==> src/rtl/core/dpli_pkg.sv <==
`default_nettype none

package dpli_pkg;

	localparam int unsigned MagW   = 15;
	localparam int unsigned LenW   = 8;
	localparam int unsigned HoldW  = 16;
	localparam int unsigned PotW   = 16;
	localparam int unsigned CfgIdxW = 2;
	localparam int unsigned CfgDataW = 16;
	localparam int unsigned SumW   = PotW + 2;

	localparam logic [MagW-1:0]  MagReset  = MagW'(18000);
	localparam logic [LenW-1:0]  LenReset  = LenW'(25);
	localparam logic [HoldW-1:0] HoldReset = HoldW'(100);

	// Configuration register indexes.
	typedef enum logic [CfgIdxW-1:0] {
		CFG_MAGNITUDE = 2'd0,
		CFG_PULSE_LEN = 2'd1,
		CFG_PING_HOLD = 2'd2
	} cfg_idx_t;

	// Per-tick control handed from the input stage to the pulse integrator.
	typedef struct packed {
		logic advance;
		logic excite;
		logic inhibit;
		logic decay;
	} pulse_ctl_t;

	function automatic logic signed [PotW-1:0] sat16(input logic signed [SumW-1:0] v);
		logic signed [SumW-1:0] hi;
		logic signed [SumW-1:0] lo;
		hi = SumW'(32767);
		lo = -SumW'(32768);
		if (v > hi) begin
			sat16 = 16'sh7fff;
		end else if (v < lo) begin
			sat16 = 16'sh8000;
		end else begin
			sat16 = v[PotW-1:0];
		end
	endfunction

endpackage

`default_nettype wire

==> src/rtl/core/dendrite_pulse_leaky_integrator_top.sv <==
// Dendrite pulse leaky integrator, one result per millisecond tick.
// Each input transfer carries one tick: two ping flags, excitatory and
// inhibitory pulse flags, and a decay flag. Each tick yields exactly one
// output transfer with the potential, two release flags and the dendrite
// activity flag. Both channels use valid/ready handshakes.
// A tick is captured in an input register, evaluated by a single pass of
// short logic against the integrator state, and written to the result
// register once that register is free or being emptied, so out_valid is
// registered behind the input and result registers. Throughput is one
// tick per cycle while the receiver keeps up; the state update of one
// tick is complete before the next tick leaves the input register.
// When the receiver stalls, the result register holds its transfer, the
// input register fills, and then in_ready drops until the result is taken.
// Reset clears the integrator and ping timer state and the pipeline valid
// flags, and loads the default configuration (magnitude 18000, pulse
// length 25, ping hold 100). Configuration writes take effect at once
// and are intended only while the block is idle.
`default_nettype none

module dendrite_pulse_leaky_integrator_top (
	input  wire logic                          clk,
	input  wire logic                          arst_n,
	input  wire logic                          in_valid,
	output logic                               in_ready,
	input  wire logic                          ping_a,
	input  wire logic                          ping_b,
	input  wire logic                          pulse_excite,
	input  wire logic                          pulse_inhibit,
	input  wire logic                          decay_tick,
	output logic                               out_valid,
	input  wire logic                          out_ready,
	output logic signed [dpli_pkg::PotW-1:0]   potential,
	output logic                               release_port_zero,
	output logic                               release_port_one,
	output logic                               dendrite_active,
	input  wire logic                          cfg_we,
	input  wire logic [dpli_pkg::CfgIdxW-1:0]  cfg_index,
	input  wire logic [dpli_pkg::CfgDataW-1:0] cfg_data
);
	import dpli_pkg::*;

	// Configuration registers.
	logic [MagW-1:0]  magnitude_q;
	logic [LenW-1:0]  on_ticks_q;
	logic [HoldW-1:0] ping_hold_q;

	// Input stage.
	logic valid_s1;
	logic ping_a_s1;
	logic ping_b_s1;
	logic excite_s1;
	logic inhibit_s1;
	logic decay_s1;

	// Result register.
	logic                   valid_q;
	logic signed [PotW-1:0] potential_q;
	logic                   rel_zero_q;
	logic                   rel_one_q;
	logic                   active_q;

	logic                   advance;
	pulse_ctl_t             ctl;
	logic                   rel_line0;
	logic                   rel_line1;
	logic signed [PotW-1:0] pot_next;
	logic                   active_next;

	// The input stage moves on whenever the result register is free or
	// is being emptied in this cycle.
	assign advance  = valid_s1 && (!valid_q || out_ready);
	assign in_ready = !valid_s1 || advance;

	always_ff @(posedge clk or negedge arst_n) begin
		if (!arst_n) begin
			magnitude_q <= MagReset;
			on_ticks_q  <= LenReset;
			ping_hold_q <= HoldReset;
		end else if (cfg_we) begin
			unique case (cfg_index)
				CFG_MAGNITUDE: magnitude_q <= cfg_data[MagW-1:0];
				CFG_PULSE_LEN: on_ticks_q  <= cfg_data[LenW-1:0];
				CFG_PING_HOLD: ping_hold_q <= cfg_data[HoldW-1:0];
				default: ;
			endcase
		end
	end

	always_ff @(posedge clk or negedge arst_n) begin
		if (!arst_n) begin
			valid_s1 <= 1'b0;
		end else if (in_ready) begin
			valid_s1 <= in_valid;
		end
	end

	always_ff @(posedge clk) begin
		if (in_valid && in_ready) begin
			ping_a_s1  <= ping_a;
			ping_b_s1  <= ping_b;
			excite_s1  <= pulse_excite;
			inhibit_s1 <= pulse_inhibit;
			decay_s1   <= decay_tick;
		end
	end

	assign ctl = '{advance: advance, excite: excite_s1, inhibit: inhibit_s1,
		decay: decay_s1};

	// Line 0 is pinged by ping_a and reports on release_port_one; line 1
	// is pinged by ping_b and reports on release_port_zero.
	dpli_ping u_ping_line0 (
		.clk          (clk),
		.arst_n       (arst_n),
		.advance      (advance),
		.ping         (ping_a_s1),
		.hold         (ping_hold_q),
		.release_flag (rel_line0)
	);

	dpli_ping u_ping_line1 (
		.clk          (clk),
		.arst_n       (arst_n),
		.advance      (advance),
		.ping         (ping_b_s1),
		.hold         (ping_hold_q),
		.release_flag (rel_line1)
	);

	dpli_pulse u_pulse (
		.clk          (clk),
		.arst_n       (arst_n),
		.ctl          (ctl),
		.magnitude    (magnitude_q),
		.on_ticks     (on_ticks_q),
		.potential    (pot_next),
		.active       (active_next)
	);

	always_ff @(posedge clk or negedge arst_n) begin
		if (!arst_n) begin
			valid_q <= 1'b0;
		end else if (advance) begin
			valid_q <= 1'b1;
		end else if (out_ready) begin
			valid_q <= 1'b0;
		end
	end

	always_ff @(posedge clk) begin
		if (advance) begin
			potential_q <= pot_next;
			rel_zero_q  <= rel_line1;
			rel_one_q   <= rel_line0;
			active_q    <= active_next;
		end
	end

	assign out_valid         = valid_q;
	assign potential         = potential_q;
	assign release_port_zero = rel_zero_q;
	assign release_port_one  = rel_one_q;
	assign dendrite_active   = active_q;

endmodule

`default_nettype wire

==> src/rtl/core/dpli_ping.sv <==
`default_nettype none

module dpli_ping (
	input  wire logic                       clk,
	input  wire logic                       arst_n,
	input  wire logic                       advance,
	input  wire logic                       ping,
	input  wire logic [dpli_pkg::HoldW-1:0] hold,
	output logic                            release_flag
);
	import dpli_pkg::*;

	logic [HoldW-1:0] count_q;
	logic [HoldW-1:0] loaded;
	logic [HoldW-1:0] count_next;

	// A ping reloads the countdown, which still ticks down in the same tick.
	always_comb begin
		release_flag = !ping && (count_q == HoldW'(1));
		loaded       = ping ? hold : count_q;
		count_next   = (loaded != '0) ? loaded - HoldW'(1) : loaded;
	end

	always_ff @(posedge clk or negedge arst_n) begin
		if (!arst_n) begin
			count_q <= '0;
		end else if (advance) begin
			count_q <= count_next;
		end
	end

endmodule

`default_nettype wire

==> src/rtl/core/dpli_pulse.sv <==
`default_nettype none

module dpli_pulse (
	input  wire logic                             clk,
	input  wire logic                             arst_n,
	input  wire dpli_pkg::pulse_ctl_t             ctl,
	input  wire logic [dpli_pkg::MagW-1:0]        magnitude,
	input  wire logic [dpli_pkg::LenW-1:0]        on_ticks,
	output logic signed [dpli_pkg::PotW-1:0]      potential,
	output logic                                  active
);
	import dpli_pkg::*;

	logic                   on_q;
	logic                   inhib_q;
	logic [LenW-1:0]        age_q;
	logic signed [PotW-1:0] residual_q;

	logic                   on_a;
	logic                   inhib_a;
	logic [LenW-1:0]        age_a;
	logic [LenW-1:0]        age_inc;
	logic                   switch_off;
	logic [LenW-1:0]        age_next;
	logic signed [SumW-1:0] mag_s;
	logic signed [SumW-1:0] dep_sum;
	logic signed [PotW-1:0] residual_dep;
	logic signed [PotW+5:0] ext;
	logic signed [PotW+5:0] prod;
	logic signed [PotW+5:0] biased;
	logic signed [PotW+5:0] scaled;
	logic signed [PotW-1:0] residual_next;
	logic signed [SumW-1:0] pot_sum;

	always_comb begin
		// Inhibitory pulse is handled after excitatory, so it wins a tie.
		on_a    = on_q | ctl.excite | ctl.inhibit;
		inhib_a = ctl.inhibit ? 1'b1 : (ctl.excite ? 1'b0 : inhib_q);
		age_a   = (ctl.excite | ctl.inhibit) ? '0 : age_q;
		age_inc = age_a + LenW'(1);

		switch_off = on_a && (age_inc >= on_ticks);
		active     = on_a && !switch_off;
		age_next   = (on_a && !switch_off) ? age_inc : (on_a ? '0 : age_a);

		mag_s   = $signed({{(SumW-MagW){1'b0}}, magnitude});
		dep_sum = inhib_a ? SumW'(residual_q) - mag_s : SumW'(residual_q) + mag_s;
		residual_dep = switch_off ? sat16(dep_sum) : residual_q;

		// Multiply by 63 as x*64 - x, then divide by 64 rounding toward zero.
		ext    = (PotW+6)'(residual_dep);
		prod   = (ext <<< 6) - ext;
		biased = prod + (prod[PotW+5] ? (PotW+6)'(63) : (PotW+6)'(0));
		scaled = biased >>> 6;
		residual_next = ctl.decay ? scaled[PotW-1:0] : residual_dep;

		pot_sum = SumW'(residual_next);
		if (active) begin
			pot_sum = inhib_a ? pot_sum - mag_s : pot_sum + mag_s;
		end
		potential = sat16(pot_sum);
	end

	always_ff @(posedge clk or negedge arst_n) begin
		if (!arst_n) begin
			on_q       <= 1'b0;
			inhib_q    <= 1'b0;
			age_q      <= '0;
			residual_q <= '0;
		end else if (ctl.advance) begin
			on_q       <= active;
			inhib_q    <= inhib_a;
			age_q      <= age_next;
			residual_q <= residual_next;
		end
	end

endmodule

`default_nettype wire

==> config.mk <==
export PLATFORM = sky130hd
export DESIGN_NAME = dendrite_pulse_leaky_integrator_top
export DESIGN_NICKNAME = d
export VERILOG_FILES = /design/src/rtl/core/dpli_pkg.sv /design/src/rtl/core/dendrite_pulse_leaky_integrator_top.sv /design/src/rtl/core/dpli_ping.sv /design/src/rtl/core/dpli_pulse.sv
export SDC_FILE = /design/constraint.sdc
export NUM_CORES = 1
export LEC_CHECK = 0
export BUFFER_PORTS_ARGS = -buffer_cell sky130_fd_sc_hd__buf_4
export CORE_MARGIN = 2
export CORE_UTILIZATION = 42
export CTS_BUF_LIST = sky130_fd_sc_hd__clkbuf_4 sky130_fd_sc_hd__clkbuf_8 sky130_fd_sc_hd__clkbuf_16
export CTS_CLUSTER_SIZE = 14
export DETAILED_ROUTE_END_ITERATION = 12
export GPL_TIMING_DRIVEN = 0
export PLACE_DENSITY_LB_ADDON = 0.12
export SLEW_MARGIN = 20
export SYNTH_ARGS = -nofsm -noshare
export SYNTH_HDL_FRONTEND = slang
export SYNTH_SLANG_ARGS = --single-unit
==> constraint.sdc <==
create_clock -name clk -period 15.1 [get_ports clk]
set_clock_uncertainty 0.15 [all_clocks]
set_input_delay 3.02 -clock clk [delete_from_list [all_inputs] [get_ports clk]]
set_output_delay 3.02 -clock clk [all_outputs]
set_load 0.05 [all_outputs]
After elaboration in Yosys (flattened, before gate mapping)
Index checks and enable logic that the tools add are counted. W data, S select, Z words.

Bits in registers: 123. Input port bits: 28. Output and inout bits: 21. Word-level logic and storage cells: 81.

$add $sub $neg: 9. Order comparisons: 5. Equality and inequality tests: 4. Mux-type cells: 20. Bitwise operators: 3. Reductions and logical operators: 20.

Operators with widths (count): $mux W16 (9); $mux W18 (3); $gt A18 B16 Y1 const B (2); $lt A18 B16 Y1 const B (2); $add A16 B16 Y17 (2); $sub A16 B16 Y17 (2); $eq A16 B1 Y1 const B (2); $reduce_bool A16 Y1 (2); $sub A16 B1 Y16 const B (2); $mux W8 (3); $add A22 B22 Y22 (1); $sub A22 B16 Y22 (1); $add A8 B1 Y8 const B (1); $ge A8 B8 Y1 (1); $logic_and A1 B1 Y1 (6); $mux W6 (1); $reduce_and A2 Y1 (3); $logic_not A1 Y1 (5); $mux W1 (4); $or A1 B1 Y1 (3); $eq A2 B1 Y1 const B (1); $eq A2 B2 Y1 const B (1); $logic_not A2 Y1 (1); $logic_or A1 B1 Y1 (2); $reduce_bool A2 Y1 (1).

Logic depth before layout (Yosys ltp)
Gate-level depths: netlist of run 1.

Depth in word-level cells: 16. Depth in mapped cells: 61. Depth with buffers taken out: 57.

Cells and area by module
From an unflattened synthesis of run 1, not the netlist that was laid out.

Cell total of the unflattened synthesis: 1409. Area total of the unflattened synthesis: 12201.7 um^2.

Modules (own cells, without submodules): dpli_pulse (times used 1, cells each 928, area an instance 6952.9 um^2, sequential area each 650.6 um^2); dpli_ping (times used 2, cells each 183, area an instance 1473.9 um^2, sequential area each 400.4 um^2); dendrite_pulse_leaky_integrator_top (times used 1, cells each 115, area an instance 2301.0 um^2, sequential area each 1760.4 um^2).

Worst setup path before layout of run 1
OpenSTA, ideal clock, no wires.

Path type: reg-to-reg. Start point: reg excite_s1. End point: reg potential_q[11] (netlist: potential[11]), data pin. Library setup time: 0.270 ns. Data arrival time: 11.155 ns. Data required time: 14.680 ns. Path slack: 3.525 ns. Stages on the path, launching flop included: 54. Buffers on the path: 5. Clock period less this slack: 11.575 ns. Cells stage by stage: edfxtp_1 nor2b_2 buf_2 buf_2 nor2_1 nand2_1 o21ai_0 fa_1 nor2b_1 o21ai_0 a41oi_1 maj3_2 a31oi_1 a31oi_1 o211a_1 nor2_4 xnor3_2 buf_6 (+18 left out) or3b_4 o31ai_4 nand4_4 or4_1 buf_2 a2111oi_4 nand2_1 xnor2_1 ha_1 a21o_1 or3_1 o31ai_1 a21oi_1 nor3_2 a211oi_2 buf_4 a21oi_4 a21oi_1.

Cells in the longest elaborated chain, start to end: 16. Elaborated cells between the ends (all ways): 28. Classes of those cells: add/sub: 5; order compare: 5; mux: 12; bitwise: 3; reduce/logical: 3.

RTL lines: start: declaration (line dendrite_pulse_leaky_integrator_top.sv:51) `logic excite_s1;`; start signal: assignment (line dendrite_pulse_leaky_integrator_top.sv:101) `excite_s1 <= pulse_excite;`; parallel branches: the longest is 6 deep, another holds $add A8 B1 Y8; $mux W16 (*) (line dpli_pulse.sv:48) `residual_dep = switch_off ? sat16(dep_sum) : residual_q;`; $sub A22 B16 Y22 (line dpli_pulse.sv:52) `prod = (ext <<< 6) - ext;`; $mux W6 (line dpli_pulse.sv:53) `biased = prod + (prod[PotW+5] ? (PotW+6)'(63) : (PotW+6)'(0));`; $add A22 B22 Y22 (line dpli_pulse.sv:53); $mux W16 (*) (line dpli_pulse.sv:55) `residual_next = ctl.decay ? scaled[PotW-1:0] : residual_dep;`; named net u_pulse.residual_next[11] (line dpli_pulse.sv:32) `logic signed [PotW-1:0] residual_next;`; $add A16 B16 Y17 or $sub A16 B16 Y17 (tied branches) (line dpli_pulse.sv:59) `pot_sum = inhib_a ? pot_sum - mag_s : pot_sum + mag_s;`; $mux W18 (line dpli_pulse.sv:59); $mux W18 (*) (line dpli_pulse.sv:58) `if (active) begin`; $lt A18 B16 Y1 (line dpli_pkg.sv:39) `end else if (v < lo) begin`; $mux W16 (line dpli_pkg.sv:39); end signal: assignment (line dendrite_pulse_leaky_integrator_top.sv:152) `potential_q <= pot_next;`; end: declaration (line dendrite_pulse_leaky_integrator_top.sv:57) `logic signed [PotW-1:0] potential_q;`.

Mark *: on every way through the listed nets, which the timed path passes. A chain may end at the register's enable or synchronous reset.

Worst setup path after layout of run 1
Start point: reg inhibit_s1. End point: reg potential_q[1] (netlist: potential[1]), data pin.

Cells in the longest elaborated chain, start to end: 15. Elaborated cells between the ends (all ways): 26. Classes of those cells: add/sub: 5; order compare: 5; mux: 11; bitwise: 2; reduce/logical: 3.

RTL lines: start: declaration (line dendrite_pulse_leaky_integrator_top.sv:52) `logic inhibit_s1;`; start signal: assignment (line dendrite_pulse_leaky_integrator_top.sv:102) `inhibit_s1 <= pulse_inhibit;`; $or A1 B1 Y1 or $mux W1 (tied branches) (line dpli_pulse.sv:39, dpli_pulse.sv:38); $mux W8 or $mux W18 (tied branches) (line dpli_pulse.sv:39, dpli_pulse.sv:47); $add A8 B1 Y8 or $lt A18 B16 Y1 (tied branches) (line dpli_pulse.sv:40, dpli_pkg.sv:39); $ge A8 B8 Y1 or $mux W16 (tied branches) (line dpli_pulse.sv:42, dpli_pkg.sv:39); $logic_and A1 B1 Y1 or $mux W16 (tied branches) (line dpli_pulse.sv:42, dpli_pkg.sv:37); $mux W16 (*) (line dpli_pulse.sv:48); $sub A22 B16 Y22 (line dpli_pulse.sv:52); $mux W6 (line dpli_pulse.sv:53); $add A22 B22 Y22 (line dpli_pulse.sv:53); $mux W16 (*) (line dpli_pulse.sv:55); named net u_pulse.residual_next[13] (line dpli_pulse.sv:32); $add A16 B16 Y17 or $sub A16 B16 Y17 (tied branches) (line dpli_pulse.sv:59); $mux W18 (line dpli_pulse.sv:59); $mux W18 (*) (line dpli_pulse.sv:58); $lt A18 B16 Y1 (line dpli_pkg.sv:39); $mux W16 (line dpli_pkg.sv:39).

The timed path passes the listed nets; every way through them passes the cells marked *.

==> results_dict.tcl, run 1 <==
set metrics [dict create \
    status "finished, final reports clean" \
    viasPerCell 6.11 \
    drt_pass1_iterations 8 \
    syn_inst 1403 \
    gr-usage-met3_pct 4.05 \
    cp_slowest_cell "a21oi_1" \
    cpMostUsedCell "a21oi_1" \
    multi_input_area_um2 7920 \
    ff_latch_area_um2 3210 \
    slowest_delay_ns 0.62 \
    numCtsBuffers 17 \
    critical_path.top_delay_family "compound AO/OA/AOI/OAI gates" \
    yosysWarnings 0 \
    finalSetupViolations 0 \
    start_util_pct 42.9 \
    grtUsageMet2_pct 40.8 \
    ys_seq_area_share_pct 27.7 \
    cts_setup_buffers 0 \
    crit_arrival_ns 14.08 \
    grt_pass1_vias 10300 \
    n_antenna_cell 0 \
    worst_pin_slew_ns 1.16 \
    start_kind "register" \
    syn_nets 1483 \
    synthArstFlopShare_pct 80.5 \
    clock_latency_ns 0.42 \
    rsz0062_at_grt "false" \
    met1_usage_pct 37.5 \
    coreArea_um2 27000 \
    critPathMaxFanout 10 \
    dp_hpwl_um 29000 \
    synth_cell_type_count 111 \
    relSlewSlack_pct 21.5 \
    hp-class "register to register" \
    critPathKind "register to register" \
    critPathRequiredTime_ns 15.20 \
    grt_max_degree 100 \
    wl_per_cell_um 20.5 \
    fin_crit_sh_pct 92.6 \
    cts_tree "built" \
    slew_viol_final 0 \
    overflow 0 \
    antenna_found_initial 1 \
    port_buffers 48 \
    h-tree-depth 4 \
    synth_edf_count 24 \
    cts_root_buf "clkbuf_16" \
    cts_resized 0 \
    syn_area_um2 11600 \
    die-width_um 170 \
    postSynthAreaPerCell_um2 8.27 \
    final_hold_viol_count 0 \
    fin_crit_ns 13.98 \
    end_kind "register" \
    clk_pin_slew_ns 0.06 \
    drt_iter0_drc 1066 \
    max_freq_mhz 71.5 \
    grt_usage_pct 26.4 \
    synth-seq-cells 123 \
    die_y_um 170 \
    drv_cap 0 \
    postCtsHoldBufs 0 \
    drc 0 \
    dieArea_um2 29000 \
    gp_congestion 0.936 \
    cts_num_sinks 123 \
    layout-drive-gt1-share_pct 14.1 \
    clockBufferDepth 2 \
    setup-tns-final_ns 0 \
    grt_pass1_wl_um 58900 \
    grt.busiest_layer "met2" \
    crit_buf_inv 9 \
    synthFlopType "dfrtp_1" \
    vias 11100 \
    area_growth_pct 12.0 \
    drtAntennaViolNets 0 \
    fillers 2694 \
    num_io_pins 49 \
    postRouteWirelength_um 37500 \
    finalNetCount 1551 \
    rows 60 \
]
[kinds of logic (layout without fill, tap and decap cells)]
kind of cell | Yosys count | after routing | share of synthesized area, %
fa+ha+maj | 64 | 64 | 6.78
flops | 123 | 123 | 27.7
mux | 58 | 58 | 5.41
xor+xnor | 112 | 112 | 8.89
compound gates | 428 | 428 | 25.1
buf+inv | 121 | 202 | 4.23
simple gates | 497 | 497 | 21.9
[metrics by stage]
stage	cells	area [µm²]	utilization (%)	setup WS, ns	hold WS (ns)
finish	1825	13000	48.1	1.12	0.356
detailed placement	1793	12400	45.9	0.975	0.338
CTS	1825	13000	48.0	0.912	0.355
global route	1825	13000	48.1	0.0310	0.372
global placement	1792	12400	45.8	1.08	0.339
floorplan	1403	11600	-	3.52	0.292
[flip-flops by register name, indices dropped and copies added (netlist names), 8 cells and up]
register	count
magnitude_q	15
on_ticks_q	8
ping_hold_q	16
potential	16
u_ping_line0.count_q	16
u_ping_line1.count_q	16
u_pulse.age_q	8
u_pulse.residual_q	16
[cells in the mapped netlist (20+ instances only)]
| cell | count | share of area (%) |
|---|---|---|
| mux2i_1 | 20 | 1.7 |
| inv_1 | 48 | 1.6 |
| edfxtp_1 | 24 | 6.2 |
| nor2b_1 | 20 | 1.1 |
| clkbuf_1 | 46 | 1.5 |
| o21ai_0 | 123 | 5.3 |
| mux2_2 | 38 | 3.7 |
| a31oi_1 | 21 | 1.1 |
| and2_1 | 26 | 1.4 |
| dfrtp_1 | 88 | 19 |
| nor2_1 | 105 | 3.4 |
| xor2_1 | 50 | 3.8 |
| a21oi_1 | 75 | 3.2 |
| nand3_1 | 35 | 1.5 |
| xnor2_1 | 58 | 4.4 |
| ha_1 | 50 | 5.4 |
| nor3_1 | 40 | 1.7 |
| nand2_1 | 151 | 4.9 |
[final cells by class]
class | count | area share (%)
inverters | 50 | 1.44
repair buffers | 49 | 2.96
flip-flops and latches | 123 | 24.7
clock buffers | 19 | 3.49
multi-input cells | 1159 | 61.0
plain buffers | 71 | 2.34
well taps | 341 | 3.28
clock inverters | 13 | 0.809
[worst register-to-register path: cells and delay by family, from the launching register on]
kind            cells  cell delay, ns
buf+inv             9            2.78
xor+xnor            2            0.32
simple gates       20            3.55
fa+ha+maj           5            1.65
flops               1            0.31
compound gates     24            5.08
[per-layer routing]
layer	vias to the layer above	part of all wire (%)	wire length, µm
met5	-	0.035	13
met4	2	2.7	1020
met3	63	6.4	2390
met2	366	44	16600
met1	5398	47	17500
li1	5319	-	-
[cell usage in the layout (no fill, tap or decap), types with 14 or more instances in the layout]
master,instances
o21ai_1,17
inv_1,48
mux2i_1,20
a21oi_1,74
clkbuf_1,45
nand3_1,35
clkbuf_16,17
xnor2_1,57
xor2_1,50
nor2b_1,20
o211ai_1,17
nor2_1,104
nand2b_1,17
a21o_1,18
a22oi_1,18
edfxtp_1,24
nor3_1,40
mux2_2,38
o21a_1,18
buf_4,48
and2_1,26
dfrtp_1,88
o31ai_1,14
a31oi_1,20
ha_1,50
nand2_1,151
o21ai_0,121
[path summary, 6_finish.rpt]
| check | depth (start not counted) | startpoint | to | slack (ns) |
|---|---|---|---|---|
| max | 60 | inhibit_s1 | potential[1] | 1.12 |
| min | 1 | valid_s1 | out_valid | 0.36 |
| max reg2reg | 60 | inhibit_s1 | potential[1] | 1.12 |
| min reg2reg | 1 | valid_s1 | out_valid | 0.36 |
| max in group asynchronous | 1 | arst_n | u_ping_line0.count_q[14] | 11.62 |
| min in group asynchronous | 1 | arst_n | u_ping_line1.count_q[6] | 2.57 |
Power of run 1 is not shown: default switching activity piles up to over one toggle a cycle in this logic, so the estimate is an artifact.
==> run 2, diff against run 1 <==
SYNTH_HIERARCHICAL = 1   (was not set)
==> run 2 against run 1 <==
Synthesized area is 5.2% higher. Global-route usage is 2.3 points lower. Cell area is 4.9% higher. Worst setup slack better by 0.76 ns. Clock-buffer cell count stayed put. Sequential cell count stayed put. Highest routed layer is now met4.
==> results_dict.tcl, run 2 <==
set metrics [dict create \
    drt_iter0_drc 1036 \
    whs_ns 0.324 \
    synth_common_cells "151 x nor2_1, 111 x nand2_1, 88 x dfrtp_1" \
    gp_congestion 0.933 \
    coreArea_um2 28600 \
    num_io_pins 49 \
    antenna_found_initial 0 \
    critPathKind "register to register" \
    critPathRequiredTime_ns 15.12 \
    n_antenna_cell 0 \
    fin_crit_ns 13.22 \
    pre_cts_slack_ns 2.12 \
    clk_pin_slew_ns 0.06 \
    synth_top_area_cell "dfrtp_1" \
    rsz0062_at_grt "false" \
    ff_latch_area_um2 3210 \
    grt_usage_pct 24.1 \
    start_util_pct 42.6 \
    synth.area.top_cells "dfrtp_1 18%, edfxtp_1 5.9%, ha_1 5.1%, mux2_2 5.1%, nor2_1 4.6%" \
    yosysTopAreaCellShare_pct 18.0 \
    status "finished, final reports clean" \
    dp_hpwl_um 28200 \
    instances_no_fill 1873 \
    cts_setup_buffers 0 \
    postRouteWirelength_um 36500 \
    viasPerCell 6.02 \
    rows 62 \
    cp_slowest_cell "nor2_1" \
    grt_pass1_wl_um 58100 \
    crit_arrival_ns 13.25 \
    die_y_um 174 \
    grt_max_degree 100 \
    fillers 2796 \
    max_freq_mhz 75.6 \
    drv_cap 0 \
    setup_ws_ns 1.88 \
    final_hold_viol_count 0 \
    area_growth_pct 11.8 \
    worst_pin_slew_ns 0.954 \
    setup-tns-final_ns 0 \
    synth-seq-cells 123 \
    slew_viol_final 0 \
    cts_num_sinks 123 \
    end_kind "register" \
    dieArea_um2 30400 \
    finalSetupViolations 0 \
    start_kind "register" \
    yosysWarnings 6 \
    critPathMaxFanout 10 \
    die-width_um 174 \
    final_cell_mix "151 x nor2_1, 111 x nand2_1, 88 x dfrtp_1" \
    syn_nets 1489 \
    synth_cell_type_count 117 \
    synthFlopType "dfrtp_1" \
    port_buffers 48 \
    drc 0 \
    vias 11300 \
    synthArstFlopShare_pct 80.5 \
    fin_crit_sh_pct 87.6 \
    relSlewSlack_pct 36.4 \
    layout_commonest_cell "nor2_1" \
    wl_per_cell_um 19.5 \
    slowest_delay_ns 0.58 \
    numCtsBuffers 17 \
    h-tree-depth 4 \
    dp.cells 1841 \
    finalNetCount 1556 \
    postSynthAreaPerCell_um2 8.66 \
    multi_input_area_um2 8430 \
    overflow 0 \
    crit_buf_inv 5 \
    hp-class "register to register" \
    ys_seq_area_share_pct 26.3 \
    drt_pass1_iterations 5 \
    syn_area_um2 12200 \
    synth_edf_count 24 \
    clock_latency_ns 0.43 \
    grt_pass1_vias 10600 \
    cts_resized 0 \
    syn_inst 1409 \
    postCtsHoldBufs 0 \
    layout-drive-gt1-share_pct 16.9 \
    critical_path.top_delay_family "compound AO/OA/AOI/OAI gates" \
    cts_root_buf "clkbuf_16" \
    cts_tree "built" \
    clockBufferDepth 2 \
    synth.most_common_cell "nor2_1" \
    drtAntennaViolNets 0 \
]
==> run 2: cells by family (layout without fill, tap and decap cells) <==
kind of cell    Yosys count  count (layout)  synth area share, %
fa+ha+maj                78              78                 7.71
buf+inv                 131             211                 4.61
compound gates          354             354                 22.2
mux                      83              83                 7.40
flops                   123             123                 26.3
simple gates            535             535                 23.9
xor+xnor                105             105                 7.83
==> run 2: per-stage QoR <==
step           cell area, µm²  util (%)
5_1_grt                 13600      47.6
4_1_cts                 13600      47.6
2_1_floorplan           12200         -
3_3_place_gp            13000      45.6
3_5_place_dp            13000      45.6
6_report                13600      47.6
==> run 2: final cells by class <==
class / count / area share [%]
Multi-Input combinational cell: 1155 / 61.8
Sequential cell: 123 / 23.6
Tap cell: 384 / 3.52
Clock buffer: 19 / 3.28
Timing Repair Buffer: 48 / 2.67
Buffer: 60 / 2.17
Inverter: 71 / 1.95
Clock inverter: 13 / 1.06
==> run 2: metal layers <==
metal / track usage [%] / vias to the layer above / share of wire (%)
li1: - / 5417 / -
met3: 5.36 / 28 / 7.1
met4: 4.94 / 0 / 1.0
met5: 0 / - / 0
met2: 36.7 / 382 / 43
met1: 35.0 / 5443 / 49
==> run 2: path summary, 6_finish.rpt <==
path | slack [ns] | from | to | depth (start not counted)
setup / recovery | 1.88 | u_pulse/inhib_q | potential[8] | 51
hold / removal | 0.32 | valid_s1 | out_valid | 1
setup reg to reg | 1.88 | u_pulse/inhib_q | potential[8] | 51
hold reg to reg | 0.32 | valid_s1 | out_valid | 1
max in group asynchronous | 11.59 | arst_n | u_pulse/on_q | 1
min in group asynchronous | 2.53 | arst_n | u_ping_line0/count_q[13] | 1
Power of run 2 is left out for the same reason.
==> run 3, diff against run 2 <==
PLACE_DENSITY_LB_ADDON = not set   (was 0.12)
==> run 3 against run 2 <==
Die area unchanged. First-iteration DRC count hardly changed. Non-clock buffer count is the same. Cell area is 0.22% lower. Final cell count stayed put. Global-route usage down 0.20 points. Critical endpoint is now potential[14].
==> results_dict.tcl, run 3 (synthesis gave the netlist of run 2 again) <==
set metrics [dict create \
    status "finished, final reports clean" \
    cts_setup_buffers 0 \
    cts_num_sinks 123 \
    drc 0 \
    cp_slowest_cell "o41ai_1" \
    final_cell_mix "151 x nor2_1, 111 x nand2_1, 88 x dfrtp_1" \
    hp-class "register to register" \
    numCtsBuffers 17 \
    dieArea_um2 30400 \
    fin_util_pct 47.5 \
    crit_arrival_ns 13.28 \
    area_growth_pct 11.5 \
    slew_viol_final 0 \
    cpMostUsedCell "a21oi_1" \
    clock_latency_ns 0.44 \
    cts_tree "built" \
    critPathKind "register to register" \
    h-tree-depth 4 \
    dp_hpwl_um 27600 \
    finalNetCount 1556 \
    worst-r2r-cell-count 51 \
    viasPerCell 6.06 \
    clk_pin_slew_ns 0.06 \
    antenna_found_initial 0 \
    cts_root_buf "clkbuf_16" \
    grt_usage_pct 23.9 \
    fin_crit_ns 13.26 \
    fin_crit_sh_pct 87.8 \
    layout_commonest_cell "nor2_1" \
    crit_buf_inv 5 \
    n_antenna_cell 0 \
    port_buffers 48 \
    setup-tns-final_ns 0 \
    slowest_delay_ns 0.61 \
    die-width_um 174 \
    start_kind "register" \
    die_y_um 174 \
    relSlewSlack_pct 36.1 \
    finalSetupViolations 0 \
    drt_iter0_drc 1035 \
    rows 62 \
    coreArea_um2 28600 \
    drv_cap 0 \
    pre_cts_slack_ns 2.13 \
    wl_per_cell_um 19.3 \
    hold_depth 1 \
    overflow 0 \
    vias 11400 \
    worst_pin_slew_ns 0.958 \
    path_depth 51 \
    drtAntennaViolNets 0 \
    rsz0062_at_grt "false" \
    critPathMaxFanout 10 \
    start_util_pct 42.6 \
    setup_ws_ns 1.84 \
    postRouteWirelength_um 36100 \
    p_per_area_nw_per_um2 275 \
    grt_pass1_vias 10700 \
    clockBufferDepth 2 \
    max_freq_mhz 75.4 \
    end_kind "register" \
    drt_pass1_iterations 7 \
    num_io_pins 49 \
    postCtsHoldBufs 0 \
    cts_resized 0 \
    critPathRequiredTime_ns 15.12 \
    critical_path.top_delay_family "compound AO/OA/AOI/OAI gates" \
    grt_pass1_wl_um 57700 \
    grt_max_degree 100 \
    layout-drive-gt1-share_pct 16.9 \
    max-vdd-ir-drop_v 0.000113 \
    gp_congestion 0.932 \
    final_hold_viol_count 0 \
    p_leak_nw 5.22 \
]
run 3: layout make-up:
type / count / area, µm²
multi-input cells: 1155 / 8430
well taps: 384 / 480
fillers: 2782 / 15000
plain buffers: 60 / 297
clock inverters: 10 / 61.3
inverters: 71 / 267
flip-flops and latches: 123 / 3210
repair buffers: 48 / 364
clock buffers: 22 / 499
run 3: layer usage:
metal / part of all wire, % / global-route usage, % / routed length (µm) / vias up
li1: - / - / - / 5420
met1: 48 / 35.2 / 17300 / 5469
met2: 43 / 35.7 / 15500 / 407
met3: 6.9 / 3.89 / 2480 / 56
met4: 2.0 / 6.97 / 735 / 2
met5: 0.14 / 1.12 / 49 / -
run 3: final timing paths:
kind	startpoint	end	slack [ns]
max	u_pulse/inhib_q	potential[14]	1.84
min	valid_s1	out_valid	0.34
max reg2reg	u_pulse/inhib_q	potential[14]	1.84
min reg2reg	valid_s1	out_valid	0.34
max in group asynchronous	arst_n	u_pulse/on_q	11.60
min in group asynchronous	arst_n	u_ping_line0/count_q[13]	2.50
run 3: worst register-to-register path: cells and delay by family, from the launching register on:
family                     cells  cell delay (ns)
AOI/OAI and AO/OA             26             7.50
buffers and inverters          5             0.87
and+or+nand+nor               13             2.28
xor gates and xnor gates       2             0.32
DFF                            1             0.37
adders and majority gates      5             1.52
run 3: per-stage QoR:
step | hold slack [ns] | total power, mW | instances | instance area (µm²)
floorplan | 0.299 | 2.68 | 1409 | 12200
global placement | 0.314 | 3.26 | 1841 | 13000
detailed placement | 0.317 | 3.30 | 1841 | 13000
CTS | 0.336 | 3.71 | 1873 | 13600
global route | 0.362 | 4.05 | 1873 | 13600
finish | 0.339 | 3.74 | 1873 | 13600
run 3: report_power, final:
| group | internal [mW] | leakage [nW] | switching (mW) |
|---|---|---|---|
| clock network | 0.233 | 0.289 | 0.161 |
| logic | 1.09 | 3.55 | 1.66 |
| registers | 0.479 | 1.38 | 0.118 |
Power figures use the tool's default switching activity.
